**config.mk**
```make
export PLATFORM = sky130hd
export DESIGN_NAME = priority_level_round_robin_arbiter_core
export DESIGN_NICKNAME = d
export VERILOG_FILES = /design/src/hdl/plrra_pkg.sv /design/src/hdl/priority_level_round_robin_arbiter_core.sv
export SDC_FILE = /design/constraint.sdc
export NUM_CORES = 1
export LEC_CHECK = 0
export BUFFER_PORTS_ARGS = -buffer_cell sky130_fd_sc_hd__buf_2
export CORE_MARGIN = 4
export CORE_UTILIZATION = 45
export CTS_CLUSTER_DIAMETER = 80
export DETAILED_ROUTE_END_ITERATION = 8
export PLACE_DENSITY_LB_ADDON = 0.15
export SYNTH_ARGS = -nofsm -noshare
export SYNTH_HDL_FRONTEND = slang
export SYNTH_SLANG_ARGS = --single-unit
```
**constraint.sdc**
```tcl
create_clock -name clock -period 2.6 [get_ports clock]
set_input_delay 0.78 -clock clock [delete_from_list [all_inputs] [get_ports clock]]
set_output_delay 0.78 -clock clock [all_outputs]
set_load 0.02 [all_outputs]
```
**src/hdl/plrra_pkg.sv**
```systemverilog
// Package: shared widths and types for the priority-level round-robin arbiter.
package plrra_pkg;

   localparam int FIELD_PORTS  = 4;
   localparam int FIELD_LEVELS = 4;
   localparam int PORT_W       = 2;
   localparam int LEVEL_W      = 2;

   typedef logic [FIELD_PORTS-1:0] mask_type;
   typedef logic [LEVEL_W-1:0]     level_type;
   typedef logic [PORT_W-1:0]      port_type;

endpackage

```
**src/hdl/priority_level_round_robin_arbiter_core.sv**
```systemverilog
// Top level: strict-priority arbiter with a round-robin pointer for each QoS level.
//
//  channel | ports                                         | dir | transfer
//  req     | request_mask, level_port0..level_port3        | in  | req_valid & req_ready
//  rsp     | grant_valid, grant_port, grant_level          | out | rsp_valid & rsp_ready
//
// Every req transfer yields exactly one rsp transfer. One input register, one result register;
// a new transfer can be taken every cycle unless rsp stalls.
// The level/port search sits between those registers; the level pointers update as an
// item moves into the result register. Synchronous reset sets every pointer to PORTS-1.
// A stall on rsp holds the result register, then the input register, then req_ready.
module priority_level_round_robin_arbiter_core #(
   parameter int PORTS  = 4,
   parameter int LEVELS = 4
) (
   input  logic                clock,
   input  logic                reset,
   input  logic                req_valid,
   output logic                req_ready,
   input  plrra_pkg::mask_type  req_request_mask,
   input  plrra_pkg::level_type req_level_port0,
   input  plrra_pkg::level_type req_level_port1,
   input  plrra_pkg::level_type req_level_port2,
   input  plrra_pkg::level_type req_level_port3,
   output logic                rsp_valid,
   input  logic                rsp_ready,
   output logic                rsp_grant_valid,
   output plrra_pkg::port_type  rsp_grant_port,
   output plrra_pkg::level_type rsp_grant_level
);

   import plrra_pkg::*;

   localparam int PTR_W = (PORTS > 1) ? $clog2(PORTS) : 1;
   localparam int LVL_W = (LEVELS > 1) ? $clog2(LEVELS) : 1;

   logic                in_valid_ff;
   mask_type            in_mask_ff;
   level_type           in_level_ff [FIELD_PORTS];
   logic                out_valid_ff;
   logic                out_grant_ff;
   port_type            out_port_ff;
   level_type           out_level_ff;
   logic [PTR_W-1:0]    ptr_ff [LEVELS];

   logic                advance;
   logic [PORTS-1:0]    req_at_level [LEVELS];
   logic [LEVELS-1:0]   hit;
   logic [PTR_W-1:0]    pick [LEVELS];
   logic                found;
   logic [PTR_W-1:0]    win_port;
   logic [LVL_W-1:0]    win_lvl;

   assign advance   = in_valid_ff && (!out_valid_ff || rsp_ready);
   assign req_ready = !in_valid_ff || advance;

   // input register
   always_ff @(posedge clock) begin
      if (reset) begin
         in_valid_ff <= 1'b0;
      end else if (req_ready) begin
         in_valid_ff <= req_valid;
      end
      if (req_ready && req_valid) begin
         in_mask_ff     <= req_request_mask;
         in_level_ff[0] <= req_level_port0;
         in_level_ff[1] <= req_level_port1;
         in_level_ff[2] <= req_level_port2;
         in_level_ff[3] <= req_level_port3;
      end
   end

   // per-level requester vectors; ports past the field set never request
   always_comb begin
      for (int l = 0; l < LEVELS; l++) begin
         for (int p = 0; p < PORTS; p++) begin
            if (p < FIELD_PORTS && l < FIELD_LEVELS) begin
               req_at_level[l][p] = in_mask_ff[p] && (in_level_ff[p] == LEVEL_W'(l));
            end else begin
               req_at_level[l][p] = 1'b0;
            end
         end
      end
   end

   // round-robin pick within each level, starting one past its pointer
   always_comb begin : rr_pick
      logic [PTR_W:0] cand;
      for (int l = 0; l < LEVELS; l++) begin
         hit[l]  = 1'b0;
         pick[l] = '0;
         for (int k = 0; k < PORTS; k++) begin
            cand = {1'b0, ptr_ff[l]} + (PTR_W+1)'(k + 1);
            if (cand >= (PTR_W+1)'(PORTS)) begin
               cand = cand - (PTR_W+1)'(PORTS);
            end
            if (!hit[l] && req_at_level[l][cand[PTR_W-1:0]]) begin
               hit[l]  = 1'b1;
               pick[l] = cand[PTR_W-1:0];
            end
         end
      end
   end

   // highest level with a hit wins
   always_comb begin
      found    = 1'b0;
      win_port = '0;
      win_lvl  = '0;
      for (int l = LEVELS - 1; l >= 0; l--) begin
         if (!found && hit[l]) begin
            found    = 1'b1;
            win_port = pick[l];
            win_lvl  = LVL_W'(l);
         end
      end
   end

   // result register and level pointers
   always_ff @(posedge clock) begin
      if (reset) begin
         out_valid_ff <= 1'b0;
         for (int l = 0; l < LEVELS; l++) begin
            ptr_ff[l] <= PTR_W'(PORTS - 1);
         end
      end else begin
         if (advance) begin
            out_valid_ff <= 1'b1;
         end else if (rsp_ready) begin
            out_valid_ff <= 1'b0;
         end
         if (advance && found) begin
            ptr_ff[win_lvl] <= win_port;
         end
      end
      if (advance) begin
         out_grant_ff <= found;
         out_port_ff  <= found ? PORT_W'(win_port) : '0;
         out_level_ff <= found ? LEVEL_W'(win_lvl) : '0;
      end
   end

   assign rsp_valid       = out_valid_ff;
   assign rsp_grant_valid = out_grant_ff;
   assign rsp_grant_port  = out_port_ff;
   assign rsp_grant_level = out_level_ff;

`ifndef SYNTH
   a_nogrant_zero: assert property (@(posedge clock) disable iff (reset)
      (out_valid_ff && !out_grant_ff) |-> (out_port_ff == '0 && out_level_ff == '0))
      else $error("no-grant result carries nonzero port or level");

   a_advance_fills: assert property (@(posedge clock) disable iff (reset)
      advance |=> out_valid_ff)
      else $error("item left input register but result register is empty");

   a_input_holds: assert property (@(posedge clock) disable iff (reset)
      (in_valid_ff && !advance) |=> (in_valid_ff && $stable(in_mask_ff)))
      else $error("stalled input register lost or changed its item");

   a_grant_requested: assert property (@(posedge clock) disable iff (reset)
      (advance && found) |-> req_at_level[win_lvl][win_port])
      else $error("grant to a port not requesting at the winning level");
`endif

endmodule

```
==> results.yml, run 1 <==
timing:
  timing.hold.ws_ns: 0.5393
  fin_skew_ns: 0.01353
  grt_setup_unrepaired: "false"
  max_freq_mhz: 467.8
  setup_tns_ns: 0
  period_share_pct: 82.23
  min_period_ns: 2.138
  max_slew_margin_pct: 67.37
  setup_viol: 0
  tightest_slew_ns: 0.4895
  hold_violations: 0
  finalMaxSlewViolations: 0
setup_path:
  ff2ff_path_depth: 6
  rrSetupSlack_ns: 0.48
  startpoint_type: "input pin"
  critPathArrivalTime_ns: 1.36
  worstPathRequired_ns: 1.82
  critical_path_class: "in2out"
  worst_setup_path_end_kind: "output port"
  reg2reg_from: "in_level_ff[2][0]"
  crit_fanout: 4
  worstReg2RegEnd: "ptr_ff[3][0]"
logic_synthesis:
  synth_edf_count: 25
  synthTopCellsByArea: "edfxtp_1 49%, nand2_1 5.1%, nand3b_1 3.9%, nor2_1 3.9%, dfxtp_1 2.6%"
  synth-async-reset-ratio_pct: 0
  synth_flop_cell: "edfxtp_1"
  ys_seq_area_share_pct: 51.17
  syn_avg_cell_area_um2: 10.73
  yosys_register_bits: 27
  synth_area_um2: 1545
  synth_top_area_share_pct: 48.58
  yosysTopAreaCell: "edfxtp_1"
  ys_warn_count: 0
  synth_cells: 144
  syn_nets: 160
  synthDistinctLibCells: 50
clock_network:
  clock_sinks: 27
  clk_path_buf_depth: 2
  cts_tree: "done"
  cts-root-buf: "clkbuf_4"
  clk_latency_ns: 0.33
  numCtsBuffers: 3
  cts_resized: 0
  h-tree-depth: 1
  path_clk_slew_ns: 0.14
  post_cts_buffers: 0
  ctsHoldBuffers: 0
grt:
  grt_pass1_wl_um: 5037
  overflow: 0
  grt_pass1_vias: 1142
  grt_max_degree: 16
  gr-usage-all-layers_pct: 15.21
  antenna_found_initial: 0
die:
  dieArea_um2: 4436
  die_height_um: 66.60
  core_um2: 3337
  row_count: 21
  die_w_um: 66.60
  ios: 23
  initial_core_util_pct: 46.31
power:
  clockPowerShare_pct: 20.9
  p_sw_mw: 0.2245
  leakagePower_nw: 0.6392
  swShare_pct: 26.57
  power_density_nw_per_um2: 487.8
  ir_drop_mv: 0.3220
  internal-power_mw: 0.6203
  comb_power_share_pct: 17.7
  p_seq_share_pct: 61.3
detailed_routing:
  drtAntennaViolNets: 0
  wl_met3_um: 125
  dr.pass1.iters: 4
  avgRoutedWirePerCell_um: 14.49
  routed_wl_um: 3115
  drt_iter0_drc: 54
  wl_met1_um: 1360
  dr_total_vias: 1219
  drc: 0
  highest_layer: "met4"
  wl_met2_um: 1575
  via_per_inst: 5.670
worst_hold_path:
  hold_depth: 2
  hp-class: "reg2reg"
  hold_start: "in_valid_ff"
  hold_end: "rsp_valid"
layout:
  n_antenna_cell: 0
  drive_above_1_share_pct: 26.04
  area_delta_synth_final_pct: 12.06
  fin_nets: 186
placement:
  port_buffers: 22
  place_congestion: 0.9318
  dp_hpwl_um: 2528
outcome:
  status: "finished, final reports clean"
run:
  maxCapViolCount: 0
==> flip-flops by register name, summed over array words and instances, names as in the netlist <==
register and cells:
ptr_ff 8, in_level_ff 8, rsp_valid 1, in_mask_ff 4, in_valid_ff 1, rsp_grant_level 2, rsp_grant_port 2, rsp_grant_valid 1
==> routing by layer <==
metal,vias up,track usage [%]
met1,571,19.59
met2,36,25.62
met5,-,0
li1,605,-
met4,0,6.091
met3,7,2.024
==> critical path, cell delays in order <==
cell and delay (ns):
buf_2 0.10, nor2b_1 0.22, nand2_1 0.09, buf_2 0.16
==> kinds of logic after synthesis <==
group | Yosys count | synth area share, %
AO/OA/AOI/OAI | 32 | 17.57
AND/OR/NAND/NOR | 77 | 27.94
multiplexers | 2 | 1.296
buffers and inverters | 6 | 2.024
flip-flops | 27 | 51.17
==> synth_stat cells (2+ instances only) <==
master	number
a21oi_1	3
a21oi_2	2
dfxtp_1	2
edfxtp_1	25
inv_1	4
mux2i_1	2
nand2_1	21
nand3_1	5
nand3b_1	8
nand4_1	5
nor2_1	16
nor2b_1	5
o211ai_2	2
o21a_1	2
o21ai_0	4
or2_2	3
or3b_1	2
==> cell type report <==
cell class / instances / area (um^2)
Tap cell: 46 / 57.56
Sequential cell: 27 / 790.8
Fill cell: 314 / 1605
Inverter: 4 / 15.01
Clock buffer: 3 / 22.52
Clock inverter: 1 / 5.005
Multi-Input combinational cell: 111 / 723.2
Timing Repair Buffer: 23 / 117.6
==> placed cells by master (no fill, tap or decap), types with 4 or more instances in the layout <==
cell type / count
nor2_1: 16
nand3_1: 5
nor2b_1: 5
nand2_1: 21
edfxtp_1: 25
buf_2: 22
nand4_1: 5
nand3b_1: 8
o21ai_0: 4
inv_1: 4
==> worst max-delay path by stage <==
stage	slack, ns	startpoint	cells after the start	endpoint
floorplan	0.36	rsp_ready	6	ptr_ff[0][0]
global route	0.38	in_level_ff[2][0]	6	ptr_ff[3][0]
finish	0.46	rsp_ready	4	req_ready
global placement	0.49	rsp_ready	4	req_ready
detailed placement	0.37	rsp_ready	7	ptr_ff[0][1]
CTS	0.45	rsp_ready	4	req_ready
==> power groups by stage <==
stage                     Combinational [mW]  Sequential [mW]  Clock, mW
final                                  0.150            0.518      0.177
after global routing                   0.166            0.522      0.207
after CTS                              0.150            0.518      0.181
after detailed placement               0.150            0.528          0
after global placement                 0.148            0.527          0
after floorplan                        0.104            0.531          0
==> metrics by stage <==
step                      total power [mW]  worst slack [ns]  util, %  instances  area [um^2]
after floorplan                     0.6352            0.3578        -        144         1545
after global placement              0.6749            0.4944    51.07        211         1704
after detailed placement            0.6778            0.3721    51.07        211         1704
after CTS                           0.8496            0.4494    51.89        215         1732
after global routing                0.8952            0.3824    51.89        215         1732
final                               0.8448            0.4621    51.89        215         1732
(Power assumes the default switching activity.)
==> inputs of run 2 (changes only) <==
ABC_AREA = 1   (was default)
clock period = 1.9 ns   (was 2.6 ns; I/O delays follow)
==> results.yml, run 2 <==
outcome:
  status: "complete, but fails checks"
  violations: "setup timing"
placement:
  placed_cell_area_um2: 2804
  place_congestion: 0.9183
  dp_hpwl_um: 4543
  place_ws_ns: -0.2664
  port_buffers: 22
  placed_cells: 436
detailed_routing:
  avgRoutedWirePerCell_um: 12.92
  dr.pass1.iters: 4
  drtAntennaViolNets: 0
  drc: 0
  dr_total_vias: 2316
  routed_wl_um: 5814
  drt_iter0_drc: 127
  via_per_inst: 5.147
power:
  comb_power_share_pct: 35.5
  p_sw_mw: 0.5438
  clockPowerShare_pct: 20.5
  power_density_nw_per_um2: 511.7
  ir_drop_mv: 0.3531
  swShare_pct: 33.49
  internal-power_mw: 1.080
  p_seq_share_pct: 44.0
  finalPower_mw: 1.624
  leakagePower_nw: 1.462
layout:
  area_delta_synth_final_pct: 38.43
  fin_nets: 400
  n_antenna_cell: 0
  final_common_cell: "nand2_1"
  final_cell_mix: "79 x nand2_1, 48 x nand3_1, 48 x buf_4"
  final_util_pct: 65.87
  reg_top3: "in_level_ff x8, ptr_ff x8, in_mask_ff x4"
  finalInstanceArea_um2: 3173
  instances_no_fill: 450
  drive_above_1_share_pct: 41.78
logic_synthesis:
  yosys_register_bits: 27
  synth_common_cells: "85 x nand2_1, 61 x nand3_1, 25 x edfxtp_1"
  syn_nets: 322
  syn_avg_cell_area_um2: 7.491
  ys_warn_count: 0
  synth_top_area_share_pct: 32.75
  yosysTopAreaCell: "edfxtp_1"
  synthTopCellsByArea: "edfxtp_1 33%, nand2_1 14%, nand3_1 13%, inv_1 3.9%, nor2_1 3.8%"
  synth-async-reset-ratio_pct: 0
  synthDistinctLibCells: 33
  synth_flop_cell: "edfxtp_1"
  ys_seq_area_share_pct: 34.50
  synth_area_um2: 2292
  synth_cells: 306
  synth_edf_count: 25
  yosysMostFrequentCell: "nand2_1"
timing:
  max_freq_mhz: 468.5
  setup_slack_ns: -0.2346
  period_share_pct: 112.3
  max_slew_margin_pct: 70.08
  finalMaxSlewViolations: 0
  fin_skew_ns: 0.005969
  tightest_slew_ns: 0.4483
  setup_tns_ns: -3.495
  timing.hold.ws_ns: 0.4622
  hold_violations: 0
  grt_setup_unrepaired: "true"
  setup_viol: 21
  min_period_ns: 2.135
setup_path:
  cpMaxStageDelayCell: "edfxtp_1"
  max_stage_delay_ns: 0.54
  worstPathRequired_ns: 2.04
  path_buf_inv: 2
  crit_path_frequent_cell: "nand2_4"
  worst_setup_path_end_kind: "flop"
  critPathArrivalTime_ns: 2.27
  cp_top_family: "simple AND/OR/NAND/NOR gates"
  rrSetupSlack_ns: -0.23
  critical_path_class: "reg2reg"
  crit_fanout: 8
  startpoint_type: "flop"
  cp-startpoint: "ptr_ff[2][0]"
  reg2reg_from: "ptr_ff[2][0]"
  cp_cell_sequence: "inv_4 > nand2_2 > nand2_4 > nand3_2 > nand2_4 > nand4_4 > nor2_8 > buf_12 > nand2_4 > nor2_4 > o21ai_4 > nand3_1"
die:
  die_w_um: 79.37
  dieArea_um2: 6300
  core_um2: 4817
  row_count: 25
  ios: 23
  die_height_um: 79.37
  initial_core_util_pct: 47.58
grt:
  grt_pass1_wl_um: 9239
  antenna_found_initial: 0
  gr-usage-all-layers_pct: 18.35
  grt_max_degree: 15
  grt_pass1_vias: 2116
  overflow: 0
clock_network:
  cts-root-buf: "clkbuf_8"
  numCtsBuffers: 3
  path_clk_slew_ns: 0.09
  cts_tree: "done"
  ctsHoldBuffers: 0
  clk_path_buf_depth: 2
  clock_sinks: 27
  clk_latency_ns: 0.27
  h-tree-depth: 1
worst_hold_path:
  hold_start: "req_level_port2[0]"
  hp-class: "in2reg"
run:
  maxCapViolCount: 0
==> run 2: cell types whose count changed in the layout (fill, tap and decap cells not counted), moves of 9 or more <==
| cell | previous run | this run |
|---|---|---|
| nand2_1 | 21 | 79 |
| nand2_2 | 0 | 10 |
| nand3_2 | 0 | 18 |
| inv_1 | 4 | 23 |
| buf_6 | 0 | 9 |
| buf_4 | 1 | 48 |
| nand3_1 | 5 | 48 |
==> run 2: cells by family (layout without fill, tap and decap cells) <==
logic type / count (synthesis) / count (layout) / synth area share [%]
DFF: 27 / 27 / 34.50
AOI/OAI and AO/OA: 22 / 22 / 6.659
and+or+nand+nor: 214 / 214 / 48.91
buffers and inverters: 40 / 117 / 8.133
xor gates and xnor gates: 3 / 3 / 1.801
==> run 2: what timing repair did <==
action                                  CTS  global route
setup buffers                             4             6
gates resized for setup                  21            37
pin swaps                                12            18
endpoints found under the setup margin   20            21
endpoints found under the hold margin     0             0
==> run 2: cell type report <==
cell class                 count  area [um^2]
inverter                      33        138.9
multi-input combinational    239         1523
timing repair buffer          80        591.8
sequential                    27        790.8
tap                           67        83.83
clock buffer                   4        45.04
fill                         439         1644
==> run 2: power by group through the flow <==
stage / combinational [mW] / sequential [mW] / clock, mW
after floorplan: 0.292 / 0.732 / 0
after global placement: 0.471 / 0.727 / 0
after detailed placement: 0.477 / 0.727 / 0
after CTS: 0.507 / 0.714 / 0.330
after global routing: 0.629 / 0.719 / 0.362
final: 0.576 / 0.715 / 0.333
==> run 2: path summary, 6_finish.rpt <==
check	endpoint	cells past startpoint
hold / removal	in_level_ff[2][0]	1
setup / recovery	ptr_ff[0][0]	12
setup reg to reg	ptr_ff[0][0]	12
hold reg to reg	rsp_valid	2
==> run 2: routing by layer <==
metal	routed length (um)	global-route usage, %	vias to the layer above
li1	-	-	1196
met1	2516	23.86	1059
met2	2947	32.32	54
met3	260	2.144	7
met4	89	4.639	0
met5	0	0	-
